===== src/analog_to_logic_classifier_top_macros.svh =====
// assertion macros shared by the classifier rtl
`ifndef ANALOG_TO_LOGIC_CLASSIFIER_TOP_MACROS_SVH
`define ANALOG_TO_LOGIC_CLASSIFIER_TOP_MACROS_SVH

`ifndef NO_ASSERTIONS

// same-cycle implication, off while in reset
`define ACL_ASSERT_IMPLY(label, clk, rst, ante, cons) \
   label: assert property (@(posedge clk) disable iff (rst) (ante) |-> (cons)) \
      else $error("assertion failed");

// next-cycle implication, off while in reset
`define ACL_ASSERT_NEXT(label, clk, rst, ante, cons) \
   label: assert property (@(posedge clk) disable iff (rst) (ante) |=> (cons)) \
      else $error("assertion failed");

`else

`define ACL_ASSERT_IMPLY(label, clk, rst, ante, cons)
`define ACL_ASSERT_NEXT(label, clk, rst, ante, cons)

`endif

`endif


===== src/acl_pkg.sv =====
package acl_pkg;

   // field widths
   localparam int SAMPLE_W = 16;
   localparam int TIME_W   = 16;
   localparam int LIMIT_W  = 16;
   localparam int MARGIN_W = 14;
   localparam int QUAL_W   = 4;
   localparam int LV_W     = 3;
   localparam int ADDR_W   = 5;
   localparam int DATA_W   = 32;
   localparam int FS_SHIFT = 14;

   typedef logic [LV_W-1:0]         lv_type;
   typedef logic [QUAL_W-1:0]       qual_type;
   typedef logic signed [SAMPLE_W-1:0] sample_type;
   typedef logic [2:0]              reg_index_type;

   // logic state codes
   localparam lv_type LV_S0   = 3'd0;
   localparam lv_type LV_RISE = 3'd1;
   localparam lv_type LV_FALL = 3'd2;
   localparam lv_type LV_S1   = 3'd3;
   localparam lv_type LV_UNK  = 3'd4;

   // full scale in q2.14
   localparam logic signed [SAMPLE_W+1:0] FULL_SCALE = 18'sd16384;

   // register indexes
   localparam reg_index_type REG_THRESH_HIGH = 3'd0;
   localparam reg_index_type REG_THRESH_LOW  = 3'd1;
   localparam reg_index_type REG_RISE_LIMIT  = 3'd2;
   localparam reg_index_type REG_FALL_LIMIT  = 3'd3;
   localparam reg_index_type REG_OVER_MARGIN = 3'd4;
   localparam reg_index_type REG_GOOD_LEVEL  = 3'd5;

   // register reset values
   localparam sample_type            RST_THRESH_HIGH = 16'sd11469;
   localparam sample_type            RST_THRESH_LOW  = 16'sd4915;
   localparam logic [LIMIT_W-1:0]    RST_RISE_LIMIT  = 16'd100;
   localparam logic [LIMIT_W-1:0]    RST_FALL_LIMIT  = 16'd100;
   localparam logic [MARGIN_W-1:0]   RST_OVER_MARGIN = 14'd1638;
   localparam qual_type              RST_GOOD_LEVEL  = 4'd2;
   localparam qual_type              QUAL_BAD        = 4'd0;

   // stable state entered from a transition, from the other stable state or from unknown
   function automatic logic is_stable_entry(input lv_type from_lv, input lv_type to_lv);
      logic res;
      res = 1'b0;
      if (to_lv == LV_S1) begin
         res = (from_lv == LV_S0) || (from_lv == LV_RISE) || (from_lv == LV_UNK);
      end else if (to_lv == LV_S0) begin
         res = (from_lv == LV_FALL) || (from_lv == LV_S1) || (from_lv == LV_UNK);
      end
      return res;
   endfunction

endpackage


===== src/acl_if.sv =====
// sample item channel
interface acl_req_if;
   import acl_pkg::*;

   logic                       valid;
   logic                       ready;
   logic signed [SAMPLE_W-1:0] sample;
   logic signed [SAMPLE_W-1:0] prev_sample;
   logic [TIME_W-1:0]          elapsed_time;
   logic                       restart;

   modport source (output valid, sample, prev_sample, elapsed_time, restart, input ready);
   modport sink (input valid, sample, prev_sample, elapsed_time, restart, output ready);
endinterface

// classification item channel
interface acl_rsp_if;
   import acl_pkg::*;

   logic              valid;
   logic              ready;
   logic [LV_W-1:0]   logic_value;
   logic [QUAL_W-1:0] quality_value;
   logic              became_stable;
   logic              out_of_range;

   modport source (output valid, logic_value, quality_value, became_stable, out_of_range,
                   input ready);
   modport sink (input valid, logic_value, quality_value, became_stable, out_of_range,
                 output ready);
endinterface


===== src/analog_to_logic_classifier_top.sv =====
// datapath: an accepted item passes through the input register and then the result
//   register, and either of them can be held while the result side stalls
// throughput: one item per cycle while the result side is not stalled, set by the
//   state update loop (threshold compare, one 16x16 slope multiply, quality update)
// reset: synchronous, active high; logic state goes unknown, quality bad,
//   registers to their defaults, both pipeline stages empty
`include "analog_to_logic_classifier_top_macros.svh"

module analog_to_logic_classifier_top (
   input  logic                        clock,
   input  logic                        reset,
   acl_req_if.sink                     req_chan,
   acl_rsp_if.source                   rsp_chan,
   input  logic                        psel,
   input  logic                        penable,
   input  logic                        pwrite,
   input  logic [acl_pkg::ADDR_W-1:0]  paddr,
   input  logic [acl_pkg::DATA_W-1:0]  pwdata,
   output logic [acl_pkg::DATA_W-1:0]  prdata,
   output logic                        pready
);
   import acl_pkg::*;

   // configuration registers
   sample_type            thresh_high_ff;
   sample_type            thresh_low_ff;
   logic [LIMIT_W-1:0]    rise_limit_ff;
   logic [LIMIT_W-1:0]    fall_limit_ff;
   logic [MARGIN_W-1:0]   over_margin_ff;
   qual_type              good_level_ff;

   // classifier state
   lv_type                logic_state_ff;
   qual_type              quality_ff;

   // input stage
   logic                  s1_valid_ff;
   sample_type            s1_sample_ff;
   sample_type            s1_prev_ff;
   logic [TIME_W-1:0]     s1_time_ff;
   logic                  s1_restart_ff;

   // result stage
   logic                  rsp_valid_ff;
   lv_type                rsp_logic_ff;
   qual_type              rsp_qual_ff;
   logic                  rsp_stable_ff;
   logic                  rsp_oor_ff;

   // next values from the classifier
   lv_type                logic_state_in;
   qual_type              quality_in;
   logic                  stable_in;
   logic                  oor_in;

   logic                  rsp_adv;
   logic                  s1_adv;
   logic                  req_take;
   logic                  csr_write;
   reg_index_type         csr_index;

   // handshake
   assign rsp_adv        = !rsp_valid_ff || rsp_chan.ready;
   assign s1_adv         = s1_valid_ff && rsp_adv;
   assign req_chan.ready = !s1_valid_ff || rsp_adv;
   assign req_take       = req_chan.valid && req_chan.ready;

   // configuration port
   assign pready    = 1'b1;
   assign csr_index = paddr[4:2];
   assign csr_write = psel && penable && pwrite && pready;

   always_ff @(posedge clock) begin
      if (reset) begin
         thresh_high_ff <= RST_THRESH_HIGH;
         thresh_low_ff  <= RST_THRESH_LOW;
         rise_limit_ff  <= RST_RISE_LIMIT;
         fall_limit_ff  <= RST_FALL_LIMIT;
         over_margin_ff <= RST_OVER_MARGIN;
         good_level_ff  <= RST_GOOD_LEVEL;
      end else if (csr_write) begin
         case (csr_index)
            REG_THRESH_HIGH: thresh_high_ff <= pwdata[SAMPLE_W-1:0];
            REG_THRESH_LOW:  thresh_low_ff  <= pwdata[SAMPLE_W-1:0];
            REG_RISE_LIMIT:  rise_limit_ff  <= pwdata[LIMIT_W-1:0];
            REG_FALL_LIMIT:  fall_limit_ff  <= pwdata[LIMIT_W-1:0];
            REG_OVER_MARGIN: over_margin_ff <= pwdata[MARGIN_W-1:0];
            REG_GOOD_LEVEL:  good_level_ff  <= pwdata[QUAL_W-1:0];
            default: ;
         endcase
      end
   end

   // register readback
   always_comb begin
      case (csr_index)
         REG_THRESH_HIGH: prdata = {{(DATA_W-SAMPLE_W){1'b0}}, thresh_high_ff};
         REG_THRESH_LOW:  prdata = {{(DATA_W-SAMPLE_W){1'b0}}, thresh_low_ff};
         REG_RISE_LIMIT:  prdata = {{(DATA_W-LIMIT_W){1'b0}}, rise_limit_ff};
         REG_FALL_LIMIT:  prdata = {{(DATA_W-LIMIT_W){1'b0}}, fall_limit_ff};
         REG_OVER_MARGIN: prdata = {{(DATA_W-MARGIN_W){1'b0}}, over_margin_ff};
         REG_GOOD_LEVEL:  prdata = {{(DATA_W-QUAL_W){1'b0}}, good_level_ff};
         default:         prdata = '0;
      endcase
   end

   // input register
   always_ff @(posedge clock) begin
      if (reset) begin
         s1_valid_ff <= 1'b0;
      end else if (req_take) begin
         s1_valid_ff <= 1'b1;
      end else if (s1_adv) begin
         s1_valid_ff <= 1'b0;
      end
   end

   always_ff @(posedge clock) begin
      if (req_take) begin
         s1_sample_ff  <= req_chan.sample;
         s1_prev_ff    <= req_chan.prev_sample;
         s1_time_ff    <= req_chan.elapsed_time;
         s1_restart_ff <= req_chan.restart;
      end
   end

   // classification of the item in the input register
   always_comb begin
      lv_type                       prior;
      lv_type                       lv;
      qual_type                     q;
      logic signed [SAMPLE_W:0]     diff;
      logic [SAMPLE_W-1:0]          diff_abs;
      logic [LIMIT_W-1:0]           limit;
      logic [2*LIMIT_W-1:0]         prod;
      logic [2*LIMIT_W-1:0]         scaled_dt;
      logic                         slow;
      logic signed [SAMPLE_W+1:0]   sv_wide;
      logic signed [SAMPLE_W+1:0]   margin_wide;

      prior     = s1_restart_ff ? LV_UNK : logic_state_ff;
      lv        = prior;
      q         = quality_ff;

      // slope test: one multiply against elapsed ticks times full scale
      diff      = {s1_sample_ff[SAMPLE_W-1], s1_sample_ff} - {s1_prev_ff[SAMPLE_W-1], s1_prev_ff};
      diff_abs  = diff[SAMPLE_W] ? SAMPLE_W'(-diff) : diff[SAMPLE_W-1:0];
      limit     = diff[SAMPLE_W] ? fall_limit_ff : rise_limit_ff;
      prod      = diff_abs * limit;
      scaled_dt = {{(2*LIMIT_W-TIME_W-FS_SHIFT){1'b0}}, s1_time_ff, {FS_SHIFT{1'b0}}};
      slow      = prod < scaled_dt;

      if (s1_sample_ff >= thresh_high_ff) begin
         if (prior == LV_FALL) begin
            q = QUAL_BAD;
         end else if (prior == LV_UNK) begin
            q = good_level_ff;
         end
         lv = LV_S1;
      end else if (s1_sample_ff <= thresh_low_ff) begin
         if (prior == LV_RISE) begin
            q = QUAL_BAD;
         end else if (prior == LV_UNK) begin
            q = good_level_ff;
         end
         lv = LV_S0;
      end else if (diff > 0) begin
         if (prior == LV_RISE) begin
            if (slow) q = QUAL_BAD;
         end else if (prior != LV_S0) begin
            q = QUAL_BAD;
         end
         lv = LV_RISE;
      end else if (diff < 0) begin
         if (prior == LV_FALL) begin
            if (slow) q = QUAL_BAD;
         end else if (prior != LV_S1) begin
            q = QUAL_BAD;
         end
         lv = LV_FALL;
      end else begin
         // flat in the transition region
         q = QUAL_BAD;
      end

      // range check against zero and full scale widened by the margin
      sv_wide     = {{2{s1_sample_ff[SAMPLE_W-1]}}, s1_sample_ff};
      margin_wide = {{(SAMPLE_W+2-MARGIN_W){1'b0}}, over_margin_ff};
      oor_in      = (sv_wide > (FULL_SCALE + margin_wide)) || (sv_wide < -margin_wide);
      if (oor_in) q = QUAL_BAD;

      // stable entry raises quality up to the good level
      stable_in = is_stable_entry(prior, lv);
      if (stable_in && (q < good_level_ff)) q = q + 4'd1;

      logic_state_in = lv;
      quality_in     = q;
   end

   // state update as the item leaves the input register
   always_ff @(posedge clock) begin
      if (reset) begin
         logic_state_ff <= LV_UNK;
         quality_ff     <= QUAL_BAD;
      end else if (s1_adv) begin
         logic_state_ff <= logic_state_in;
         quality_ff     <= quality_in;
      end
   end

   // result register
   always_ff @(posedge clock) begin
      if (reset) begin
         rsp_valid_ff <= 1'b0;
      end else if (s1_adv) begin
         rsp_valid_ff <= 1'b1;
      end else if (rsp_chan.ready) begin
         rsp_valid_ff <= 1'b0;
      end
   end

   always_ff @(posedge clock) begin
      if (s1_adv) begin
         rsp_logic_ff  <= logic_state_in;
         rsp_qual_ff   <= quality_in;
         rsp_stable_ff <= stable_in;
         rsp_oor_ff    <= oor_in;
      end
   end

   assign rsp_chan.valid         = rsp_valid_ff;
   assign rsp_chan.logic_value   = rsp_logic_ff;
   assign rsp_chan.quality_value = rsp_qual_ff;
   assign rsp_chan.became_stable = rsp_stable_ff;
   assign rsp_chan.out_of_range  = rsp_oor_ff;

   // checks
   `ACL_ASSERT_NEXT(state_tracks_result, clock, reset, s1_adv,
      (logic_state_ff == rsp_logic_ff) && (quality_ff == rsp_qual_ff))
   `ACL_ASSERT_IMPLY(oor_keeps_quality_low, clock, reset, rsp_valid_ff && rsp_oor_ff,
      rsp_qual_ff <= 4'd1)
   `ACL_ASSERT_IMPLY(stable_entry_is_stable, clock, reset, rsp_valid_ff && rsp_stable_ff,
      (rsp_logic_ff == LV_S0) || (rsp_logic_ff == LV_S1))
   `ACL_ASSERT_IMPLY(unknown_needs_flat_restart, clock, reset,
      rsp_valid_ff && (rsp_logic_ff == LV_UNK), rsp_qual_ff == QUAL_BAD)

endmodule

===== src/flat_wrapper.sv =====
// flat-port wrapper written by rule: the top's interface ports become plain ports
module analog_to_logic_classifier_top_flat import acl_pkg::*;
  (clock, reset, psel, penable, pwrite, paddr, pwdata, prdata, pready, req_chan_valid, req_chan_sample, req_chan_prev_sample, req_chan_elapsed_time, req_chan_restart, req_chan_ready, rsp_chan_valid, rsp_chan_logic_value, rsp_chan_quality_value, rsp_chan_became_stable, rsp_chan_out_of_range, rsp_chan_ready);
  acl_req_if req_chan_i ();
  acl_rsp_if rsp_chan_i ();
  input  logic clock;
  input  logic reset;
  input  logic psel;
  input  logic penable;
  input  logic pwrite;
  input  logic [acl_pkg::ADDR_W-1:0] paddr;
  input  logic [acl_pkg::DATA_W-1:0] pwdata;
  output logic [acl_pkg::DATA_W-1:0] prdata;
  output logic pready;
  input wire logic [$bits(req_chan_i.valid)-1:0] req_chan_valid;
  input wire logic [$bits(req_chan_i.sample)-1:0] req_chan_sample;
  input wire logic [$bits(req_chan_i.prev_sample)-1:0] req_chan_prev_sample;
  input wire logic [$bits(req_chan_i.elapsed_time)-1:0] req_chan_elapsed_time;
  input wire logic [$bits(req_chan_i.restart)-1:0] req_chan_restart;
  output wire logic [$bits(req_chan_i.ready)-1:0] req_chan_ready;
  output wire logic [$bits(rsp_chan_i.valid)-1:0] rsp_chan_valid;
  output wire logic [$bits(rsp_chan_i.logic_value)-1:0] rsp_chan_logic_value;
  output wire logic [$bits(rsp_chan_i.quality_value)-1:0] rsp_chan_quality_value;
  output wire logic [$bits(rsp_chan_i.became_stable)-1:0] rsp_chan_became_stable;
  output wire logic [$bits(rsp_chan_i.out_of_range)-1:0] rsp_chan_out_of_range;
  input wire logic [$bits(rsp_chan_i.ready)-1:0] rsp_chan_ready;
  assign req_chan_i.valid = req_chan_valid;
  assign req_chan_i.sample = req_chan_sample;
  assign req_chan_i.prev_sample = req_chan_prev_sample;
  assign req_chan_i.elapsed_time = req_chan_elapsed_time;
  assign req_chan_i.restart = req_chan_restart;
  assign req_chan_ready = req_chan_i.ready;
  assign rsp_chan_valid = rsp_chan_i.valid;
  assign rsp_chan_logic_value = rsp_chan_i.logic_value;
  assign rsp_chan_quality_value = rsp_chan_i.quality_value;
  assign rsp_chan_became_stable = rsp_chan_i.became_stable;
  assign rsp_chan_out_of_range = rsp_chan_i.out_of_range;
  assign rsp_chan_i.ready = rsp_chan_ready;
  analog_to_logic_classifier_top u_core (.clock(clock), .reset(reset), .req_chan(req_chan_i), .rsp_chan(rsp_chan_i), .psel(psel), .penable(penable), .pwrite(pwrite), .paddr(paddr), .pwdata(pwdata), .prdata(prdata), .pready(pready));
endmodule

===== config.mk =====
export PLATFORM = sky130hd
export DESIGN_NAME = analog_to_logic_classifier_top_flat
export DESIGN_NICKNAME = d
export VERILOG_FILES = /design/src/acl_pkg.sv /design/src/acl_if.sv /design/src/analog_to_logic_classifier_top.sv /design/src/flat_wrapper.sv
export VERILOG_INCLUDE_DIRS = /design/src /design/src/src
export SDC_FILE = /design/constraint.sdc
export NUM_CORES = 1
export LEC_CHECK = 0
export ABC_AREA = 1
export BUFFER_PORTS_ARGS = -buffer_cell sky130_fd_sc_hd__clkbuf_2
export CAP_MARGIN = 30
export CELL_PAD_IN_SITES_DETAIL_PLACEMENT = 0
export CELL_PAD_IN_SITES_GLOBAL_PLACEMENT = 1
export CORE_ASPECT_RATIO = 0.6
export CORE_UTILIZATION = 39
export CTS_CLUSTER_SIZE = 20
export DETAILED_ROUTE_END_ITERATION = 6
export GPL_ROUTABILITY_DRIVEN = 0
export GPL_TIMING_DRIVEN = 0
export HOLD_SLACK_MARGIN = 0.03
export PLACE_DENSITY_LB_ADDON = 0.08
export SETUP_SLACK_MARGIN = 0.3
export SLEW_MARGIN = 10
export SYNTH_ARGS = -nofsm -noshare
export SYNTH_HDL_FRONTEND = slang
export SYNTH_SLANG_ARGS = --single-unit

===== constraint.sdc =====
create_clock -name clock -period 19.65 [get_ports clock]
set_input_delay 5.895 -clock clock [delete_from_list [all_inputs] [get_ports clock]]
set_output_delay 5.895 -clock clock [all_outputs]
set_load 0.1 [all_outputs]

==> results of run 1 <==
power by group through the flow:
stage	clock (µW)	sequential, µW	combinational, µW
2_1_floorplan	0	357	1480
3_3_place_gp	0	351	2120
3_5_place_dp	0	350	2110
4_1_cts	356	343	2150
5_1_grt	366	345	2500
6_report	347	344	2160
final cells by class:
type	count	area share, %
Tap cell	589	3.74
Multi-Input combinational cell	1562	61.4
Sequential cell	149	18.1
Clock buffer	18	2.18
Clock inverter	14	0.813
Buffer	62	1.56
Timing Repair Buffer	108	2.89
Inverter	489	9.31
metrics by stage:
step	util, %	instance area (µm²)	instances
global placement	42.5	19000	2952
global route	44.0	19700	2991
detailed placement	42.6	19100	2957
floorplan	-	17800	2262
CTS	43.9	19700	2989
finish	44.0	19700	2991
layer usage:
metal | track usage, % | wire length [µm] | vias to the layer above
met5 | 1.74 | 115 | -
met4 | 4.11 | 533 | 2
met3 | 7.21 | 6160 | 36
met2 | 34.0 | 21700 | 595
met1 | 43.6 | 31200 | 7394
li1 | - | - | 7386
registers in the layout (all words and copies together), names as in the netlist, 4 cells and up:
name / cells
u_core.quality_ff: 4
u_core.s1_prev_ff: 16
u_core.s1_time_ff: 16
u_core.rise_limit_ff: 16
u_core.rsp_chan.quality_value: 4
u_core.good_level_ff: 4
u_core.thresh_low_ff: 16
u_core.fall_limit_ff: 16
u_core.thresh_high_ff: 16
u_core.s1_sample_ff: 16
u_core.over_margin_ff: 14
logic make-up (layout without fill, tap and decap cells):
family	Yosys count	in the layout	synth area share, %
flip-flops	149	149	20.1
XOR/XNOR	51	51	2.52
AND/OR/NAND/NOR	741	741	17.6
buffers and inverters	551	691	12.1
other	2	17	0.0423
adder cells (fa/ha/maj)	395	395	36.1
AO/OA/AOI/OAI	358	358	11.6
worst register-to-register path: cells and delay by family, from the launching register on:
kind                       cells  cell delay (ns)
adders and majority gates     11             4.84
DFF                            1             0.32
buffers and inverters         13             2.15
AOI/OAI and AO/OA              5             1.07
and+or+nand+nor               28             3.57
xor gates and xnor gates       1             0.20
cells in the mapped netlist, types with 12 or more instances:
cell / n / share of area (%)
inv_1: 475 / 10
nand2_1: 382 / 8.1
ha_1: 201 / 14
nor2_1: 201 / 4.3
fa_1: 194 / 22
a21oi_1: 149 / 4.2
o21ai_0: 106 / 3.0
dfxtp_1: 91 / 10
nand3_1: 71 / 2.0
edfxtp_1: 58 / 9.8
clkbuf_1: 43 / 0.91
xor2_1: 39 / 1.9
nor3_1: 28 / 0.79
buf_4: 17 / 0.72
nand2_2: 16 / 0.56
nand4_1: 16 / 0.56
o221ai_1: 16 / 0.79
o211ai_1: 14 / 0.59
xnor2_1: 12 / 0.59
worst paths after layout:
check | from | endpoint | slack (ns) | cells past startpoint
setup / recovery | paddr[4] | prdata[11] | 5.09 | 7
hold / removal | u_core.fall_limit_ff[7] | u_core.fall_limit_ff[7] | 0.48 | 2
setup reg to reg | u_core.s1_sample_ff[0] | u_core.rsp_chan.quality_value[1] | 7.27 | 58
hold reg to reg | u_core.fall_limit_ff[7] | u_core.fall_limit_ff[7] | 0.48 | 2
==> metrics.yaml, run 1 <==
status: "finished, final reports clean"
synth.cell_area_mm2: 0.0177
cp_slowest_cell: "nor3_2"
path_buf_inv: 3
port_buffers: 101
critPathTopFamily: "buffers and inverters"
p_switching_uw: 1580
nets: 2877
hpwlAfterDp_mm: 50.3
initial_core_util_pct: 39.6
layout-drive-gt1-share_pct: 8.66
power.share.switching_pct: 55.4
post-place-ws_ns: 5.17
dieHeight_um: 167
grt_overflow: 0
routedWlPerCell_um: 20.0
fill_cells: 4598
cts.htree.levels: 4
drtAntennaViolNets: 0
worst_slack_ns: 5.09
cts_buffers: 17
startpoint_type: "input port"
clk_pin_slew_worst_paths_ns: 0.07
synth_edf_count: 58
ys_ff_latch: 149
synth_cell_types: 55
p_seq_share_pct: 12.1
yosysWarnings: 0
finalPower_uw: 2850
crit_top_cell: "clkbuf_2"
drt_pre_antenna_iters: 5
diodes: 0
internal-power_uw: 1270
pwr-share-clk_pct: 12.2
synthToLayoutAreaGrowth_pct: 11.1
holdWs_ns: 0.479
vias: 15400
fin_crit_sh_pct: 74.1
slew_violations: 0
die_area_mm2: 0.0464
drcViolationCount: 0
comb_power_share_pct: 75.8
layout_commonest_cell: "inv_1"
cts_resized: 0
tightest_slew_ns: 0.924
ir_drop_mv: 0.153
vias_per_cell: 5.15
clock_latency_ns: 0.45
cp_slowest_stage_delay_ns: 0.74
cts.sinks: 149
hold_buffers: 0
max_freq_ghz: 0.0687
die_width_um: 277
synthFlopType: "dfxtp_1"
routed_wl_mm: 59.7
cts_root_buf: "clkbuf_16"
drt_iter0_drc: 1207
grt_pass1_vias: 15300
seq_area_mm2: 0.00356
path_max_fanout: 10
finalSetupViolations: 0
antenna_found_initial: 0
drv_cap: 0
syn_area_per_cell_um2: 7.90
grt_pass1_wl_mm: 92.2
cp.arrival_ns: 8.66
syn_inst: 2247
multi_input_area_mm2: 0.0121
power_density_mw_per_mm2: 145
min_period_ns: 14.56
hold_class: "flip-flop to flip-flop"
grt_usage_pct: 26.7
row_count: 60
hold_violations: 0
final_cell_mix: "474 x inv_1, 382 x nand2_1, 201 x nor2_1, 201 x ha_1, 194 x fa_1"
rsz0062_at_grt: "false"
slew_headroom_pct: 38.4
cts_setup_buffers: 0
skew_ns: 0.0168
boundaryPins: 137
end_kind: "primary output"
grt_start_max_net_pins: 33
critPathRequiredTime_ns: 13.75
path_class: "input port to primary output"
clk_path_buf_depth: 2
cts_tree: "built"
yosysSeqAreaShare_pct: 20.1
tns_ns: 0
ys_async_sr_fraction_pct: 0
p_leak_uw: 0.00994
core_mm2: 0.0448
crit_chain: "clkbuf_2 > nor3_2 > clkinv_1 > o21ai_0 > a21oi_1 > o221ai_1 > clkbuf_2"
No activity file was read; power rests on OpenSTA's default activity.
==> run 2, diff against run 1 <==
==> constraint.sdc (replaced) <==
create_clock -name clock -period 12.29 [get_ports clock]
set_input_delay 3.687 -clock clock [delete_from_list [all_inputs] [get_ports clock]]
set_output_delay 3.687 -clock clock [all_outputs]
set_load 0.1 [all_outputs]
==> run 2 against run 1 <==
Compared with the run above: sequential cell count unchanged; count of clock-buffer cells in the layout unchanged; sequential power increased by 60%; core utilization increased by 0.86 points; register-to-register slack got worse by 6.3 ns; combinational power increased by 63%; non-clock buffer count increased by 20; global-route usage about the same; final cell count increased by 0.67%; critical path type is now flip-flop to flip-flop; largest cell class unchanged; highest routed layer unchanged.
==> metrics.yaml, run 2 (same netlist as run 1, synthesis figures left out) <==
critPathTopFamily: "adder cells"
routedWlPerCell_um: 19.9  # -0.20%
skew_ns: 0.0189  # +0.00211 ns
routed_wl_mm: 60.0  # +0.46%
startpoint_type: "flip-flop"
clk_pin_slew_worst_paths_ns: 0.07  # about the same
vias_per_cell: 5.15  # about the same
cts_tree: "built"
boundaryPins: 137  # unchanged
path_buf_inv: 12  # +9
synthToLayoutAreaGrowth_pct: 13.3
grt_usage_pct: 26.7  # about the same
fin_crit_sh_pct: 91.9
finalSetupViolations: 0  # unchanged
layout-drive-gt1-share_pct: 11.8  # +3.2 points
finish.utilization_pct: 44.8  # +0.86 points
grt_start_max_net_pins: 33  # unchanged
ir_drop_mv: 0.241  # +58%
holdWs_ns: 0.477  # -0.00193 ns
tightest_slew_ns: 0.894  # -0.0293 ns
cts_root_buf: "clkbuf_16"
slew_violations: 0  # unchanged
nets: 2897  # +0.70%
power_density_mw_per_mm2: 230  # +59%
grt_overflow: 0  # unchanged
drtAntennaViolNets: 0  # unchanged
critPathRequiredTime_ns: 12.69  # -1.06 ns
hold_class: "flip-flop to flip-flop"
die_area_mm2: 0.0464  # unchanged
row_count: 60  # unchanged
path_class: "flip-flop to flip-flop"
rsz0062_at_grt: "false"
end_kind: "flip-flop"
cts.htree.levels: 4  # unchanged
max_freq_ghz: 0.0885
cp.arrival_ns: 11.69  # +3.03 ns
cp_slowest_stage_delay_ns: 0.60  # -0.14 ns
layout_commonest_cell: "inv_1"
dieHeight_um: 167  # unchanged
vias: 15500  # +0.60%
path_max_fanout: 10  # unchanged
antenna_found_initial: 1  # +1
die_width_um: 277  # unchanged
grt_pass1_vias: 15300  # +0.11%
clk_path_buf_depth: 2  # unchanged
min_period_ns: 11.29
grt_pass1_wl_mm: 92.3  # about the same
core_mm2: 0.0448  # unchanged
diodes: 0  # unchanged
status: "finished, final reports clean"
initial_core_util_pct: 39.6  # unchanged
slew_headroom_pct: 40.0  # +1.6 points
p_leak_uw: 0.0101  # +1.8%
drt_pre_antenna_iters: 5  # unchanged
final_cell_mix: "467 x inv_1, 371 x nand2_1, 200 x nor2_1, 200 x ha_1, 194 x fa_1"
clock_latency_ns: 0.45  # about the same
drcViolationCount: 0  # unchanged
cp_slowest_cell: "fa_1"
cts.sinks: 149  # unchanged
drt_iter0_drc: 1190  # -1.4%
port_buffers: 101  # unchanged
crit_top_cell: "nand2_1"
finalPower_uw: 4620  # +62%
hold_violations: 0  # unchanged
hpwlAfterDp_mm: 50.3  # unchanged
drv_cap: 0  # unchanged
cts_buffers: 17  # unchanged
run 2: power by group:
group / total, µW / switching [µW] / leakage, µW / internal, µW
clock network: 556 / 266 / 0.000288 / 291
registers: 549 / 15.2 / 0.00130 / 533
logic: 3510 / 2270 / 0.00853 / 1250
total: 4620 / 2550 / 0.0101 / 2070
run 2: layout make-up:
class                      instances  area [µm²]
fill                            4584       24700
multi-input combinational       1562       12300
sequential                       149        3560
inverter                         489        1860
tap                              589         737
timing repair buffer             128         721
clock buffer                      18         429
buffer                            62         355
clock inverter                    14         160
run 2: repair_timing:
| action | CTS | global route |
|---|---|---|
| hold buffers | 0 | 0 |
| gates resized for setup | 9 | 102 |
| pin swaps | 0 | 4 |
| setup endpoints to repair | 8 | 8 |
| setup buffers | 2 | 18 |
run 2: per-layer routing:
metal	part of all wire [%]	routed length [µm]	track usage (%)
met1	52	31300	43.6
met3	10	6170	7.21
met4	0.87	520	4.11
met5	0.19	115	1.74
met2	37	21900	34.1
run 2: path summary, 6_finish.rpt:
path | startpoint | cells past startpoint | slack (ns) | end
setup / recovery | u_core.s1_sample_ff[0] | 55 | 1.0 | u_core.quality_ff[1]
hold / removal | u_core.fall_limit_ff[7] | 2 | 0.48 | u_core.fall_limit_ff[7]
setup reg to reg | u_core.s1_sample_ff[0] | 55 | 1.0 | u_core.quality_ff[1]
hold reg to reg | u_core.fall_limit_ff[7] | 2 | 0.48 | u_core.fall_limit_ff[7]
run 2: worst reg2reg max path: cells and delay by family (launching register included):
kind | cells | cell delay [ns]
flip-flops | 1 | 0.38
XOR/XNOR | 1 | 0.15
buffers and inverters | 12 | 1.71
AO/OA/AOI/OAI | 6 | 1.60
adder cells (fa/ha/maj) | 11 | 4.91
AND/OR/NAND/NOR | 25 | 2.49
run 2: stage by stage:
stage / area (µm²) / TNS [ns] / instances / setup slack [ns]
2_1_floorplan: 17800 / 0 / 2262 / 2.41
3_3_place_gp: 19000 / -0.489 / 2952 / -0.0726
3_5_place_dp: 19100 / 0 / 2957 / 0.00314
4_1_cts: 19700 / 0 / 2991 / 0.328
5_1_grt: 20100 / 0 / 3011 / 0.299
6_report: 20100 / 0 / 3011 / 0.997
==> run 3, diff against run 2 <==
==> constraint.sdc (replaced) <==
create_clock -name clock -period 9.9 [get_ports clock]
set_input_delay 2.97 -clock clock [delete_from_list [all_inputs] [get_ports clock]]
set_output_delay 2.97 -clock clock [all_outputs]
set_load 0.1 [all_outputs]
==> run 3 against run 2 <==
Compared with the run above: the flow now finishes with violations (setup timing); final area grew 7.3%; critical path depth increased by 2; sequential share of layout area decreased by 1.2 points; combinational power increased by 73%; global-route usage increased by 0.99 points; critical path type unchanged; worst hold slack worse by 0.0044 ns; first-iteration DRC count up 12%; die area unchanged; critical endpoint is now u_core.quality_ff[3]; largest cell class unchanged; count of clock-buffer cells in the layout stayed put; final cell count rose by 2.5%.
==> metrics.yaml, run 3 (same netlist as run 1, synthesis figures left out) <==
cts_root_buf: "clkbuf_16"
cp-startpoint: "u_core.s1_sample_ff[2]"
gr-usage-met2_pct: 33.7  # -0.36 points
use_met1_pct: 42.5  # -1.1 points
slew_headroom_pct: 43.2  # +3.1 points
grtUsageMet3_pct: 14.4  # +7.2 points
path_class: "flip-flop to flip-flop"
boundaryPins: 137  # unchanged
tightest_slew_ns: 0.852  # -0.0419 ns
power_density_mw_per_mm2: 344  # +50%
drv_cap: 0  # unchanged
critPathRequiredTime_ns: 10.26  # -2.43 ns
path_buf_inv: 9  # -3
cts_buffers: 17  # unchanged
final_cell_mix: "448 x inv_1, 345 x nand2_1, 195 x nor2_1"
routed_wl_mm: 63.4  # +5.8%
routedWlPerCell_um: 20.5  # +3.2%
cp_slowest_cell: "fa_2"
drcViolationCount: 0  # unchanged
drt_pre_antenna_iters: 5  # unchanged
core_mm2: 0.0448  # unchanged
hold_class: "flip-flop to flip-flop"
grt_pass1_wl_mm: 94.8  # +2.8%
fin_crit_sh_pct: 104  # +12 points
finalSetupViolations: 8  # +8
initial_core_util_pct: 39.6  # unchanged
slew_violations: 0  # unchanged
cp_slowest_stage_delay_ns: 0.66  # +0.06 ns
skew_ns: 0.0303  # +0.0114 ns
crit_top_cell: "nand2_2"
synthToLayoutAreaGrowth_pct: 21.5
rsz0062_at_grt: "true"
drt_iter0_drc: 1331  # +12%
cp.arrival_ns: 10.63  # -1.06 ns
cts_tree: "built"
vias_per_cell: 5.13  # -0.40%
grt_usage_pct: 27.7  # +0.99 points
cts.htree.levels: 4  # unchanged
critPathTopFamily: "adder cells"
end_kind: "flip-flop"
drtAntennaViolNets: 0  # unchanged
layout_commonest_cell: "inv_1"
max_freq_ghz: 0.0973  # +9.9%
die_width_um: 277  # unchanged
clk_pin_slew_worst_paths_ns: 0.07  # about the same
die_area_mm2: 0.0464  # unchanged
worstReg2RegStart: "u_core.s1_sample_ff[2]"
grt_busiest_layer: "met1"
vias: 15800  # +2.1%
ir_drop_mv: 0.415  # +72%
grt_pass1_vias: 15500  # +1.3%
path_max_fanout: 4  # -6
dieHeight_um: 167  # unchanged
post-place-ws_ns: -1.92  # -1.93 ns
clock_latency_ns: 0.47  # +0.02 ns
min_period_ns: 10.27  # -1.02 ns
layout-drive-gt1-share_pct: 20.1  # +8.2 points
grt_overflow: 0  # unchanged
status: "finished, violations left"
port_buffers: 101  # unchanged
diodes: 0  # unchanged
p_leak_uw: 0.0106  # +5.1%
hpwlAfterDp_mm: 51.3  # +2.1%
failed_checks: "setup timing"
grt_start_max_net_pins: 33  # unchanged
nets: 2973  # +2.6%
tns_ns: -2.89  # -2.89 ns
clk_path_buf_depth: 2  # unchanged
cts.sinks: 149  # unchanged
antenna_found_initial: 0  # -1
min_from: "u_core.fall_limit_ff[7]"
row_count: 60  # unchanged
hold_violations: 0  # unchanged
startpoint_type: "flip-flop"
worst_slack_ns: -0.374  # -1.37 ns
-- run 3: area by class of cell --
| type | count | area (µm²) |
|---|---|---|
| fillers | 4515 | 23300 |
| flip-flops and latches | 149 | 3560 |
| clock inverters | 14 | 145 |
| multi-input cells | 1562 | 13100 |
| repair buffers | 204 | 1300 |
| clock buffers | 18 | 450 |
| inverters | 489 | 1890 |
| plain buffers | 62 | 404 |
| well taps | 589 | 737 |
-- run 3: repair_timing --
item,CTS,global route
pin swaps,74,103
resized for setup,192,98
setup buffers,68,32
hold endpoints to repair,0,0
endpoints found under the setup margin,8,8
hold buffers,0,0
-- run 3: worst min-delay path, stage by stage, from the launching register on --
cell and delay, ns:
dfxtp_1 0.31, inv_1 0.06, a21oi_1 0.05
-- run 3: where the power goes --
part | internal (µW) | switching (µW) | total (µW) | leakage [µW]
registers | 662 | 11.8 | 674 | 0.00130
logic | 2460 | 3620 | 6070 | 0.00904
clock network | 353 | 326 | 679 | 0.000296
total | 3470 | 3950 | 7420 | 0.0106
-- run 3: routing by layer --
metal | vias up | part of all wire, %
met1 | 7606 | 49
met4 | 0 | 0.74
met5 | - | 0
met2 | 609 | 35
met3 | 47 | 14
li1 | 7570 | -
-- run 3: worst paths after layout --
check / end / slack [ns] / cells past startpoint
max: u_core.quality_ff[3] / -0.37 / 57
min: u_core.fall_limit_ff[7] / 0.47 / 2
max reg2reg: u_core.quality_ff[3] / -0.37 / 57
min reg2reg: u_core.fall_limit_ff[7] / 0.47 / 2
-- run 3: metrics by stage --
step / cell area, µm² / util [%] / std cells / power [µW] / hold slack (ns)
final: 21600 / 48.1 / 3087 / 7420 / 0.473
after global placement: 19100 / 42.6 / 2952 / 5030 / 0.464
after detailed placement: 19100 / 42.7 / 2955 / 5050 / 0.465
after global routing: 21600 / 48.1 / 3087 / 8040 / 0.498
after floorplan: 17900 / - / 2262 / 3690 / 0.439
after CTS: 20900 / 46.7 / 3055 / 6690 / 0.475
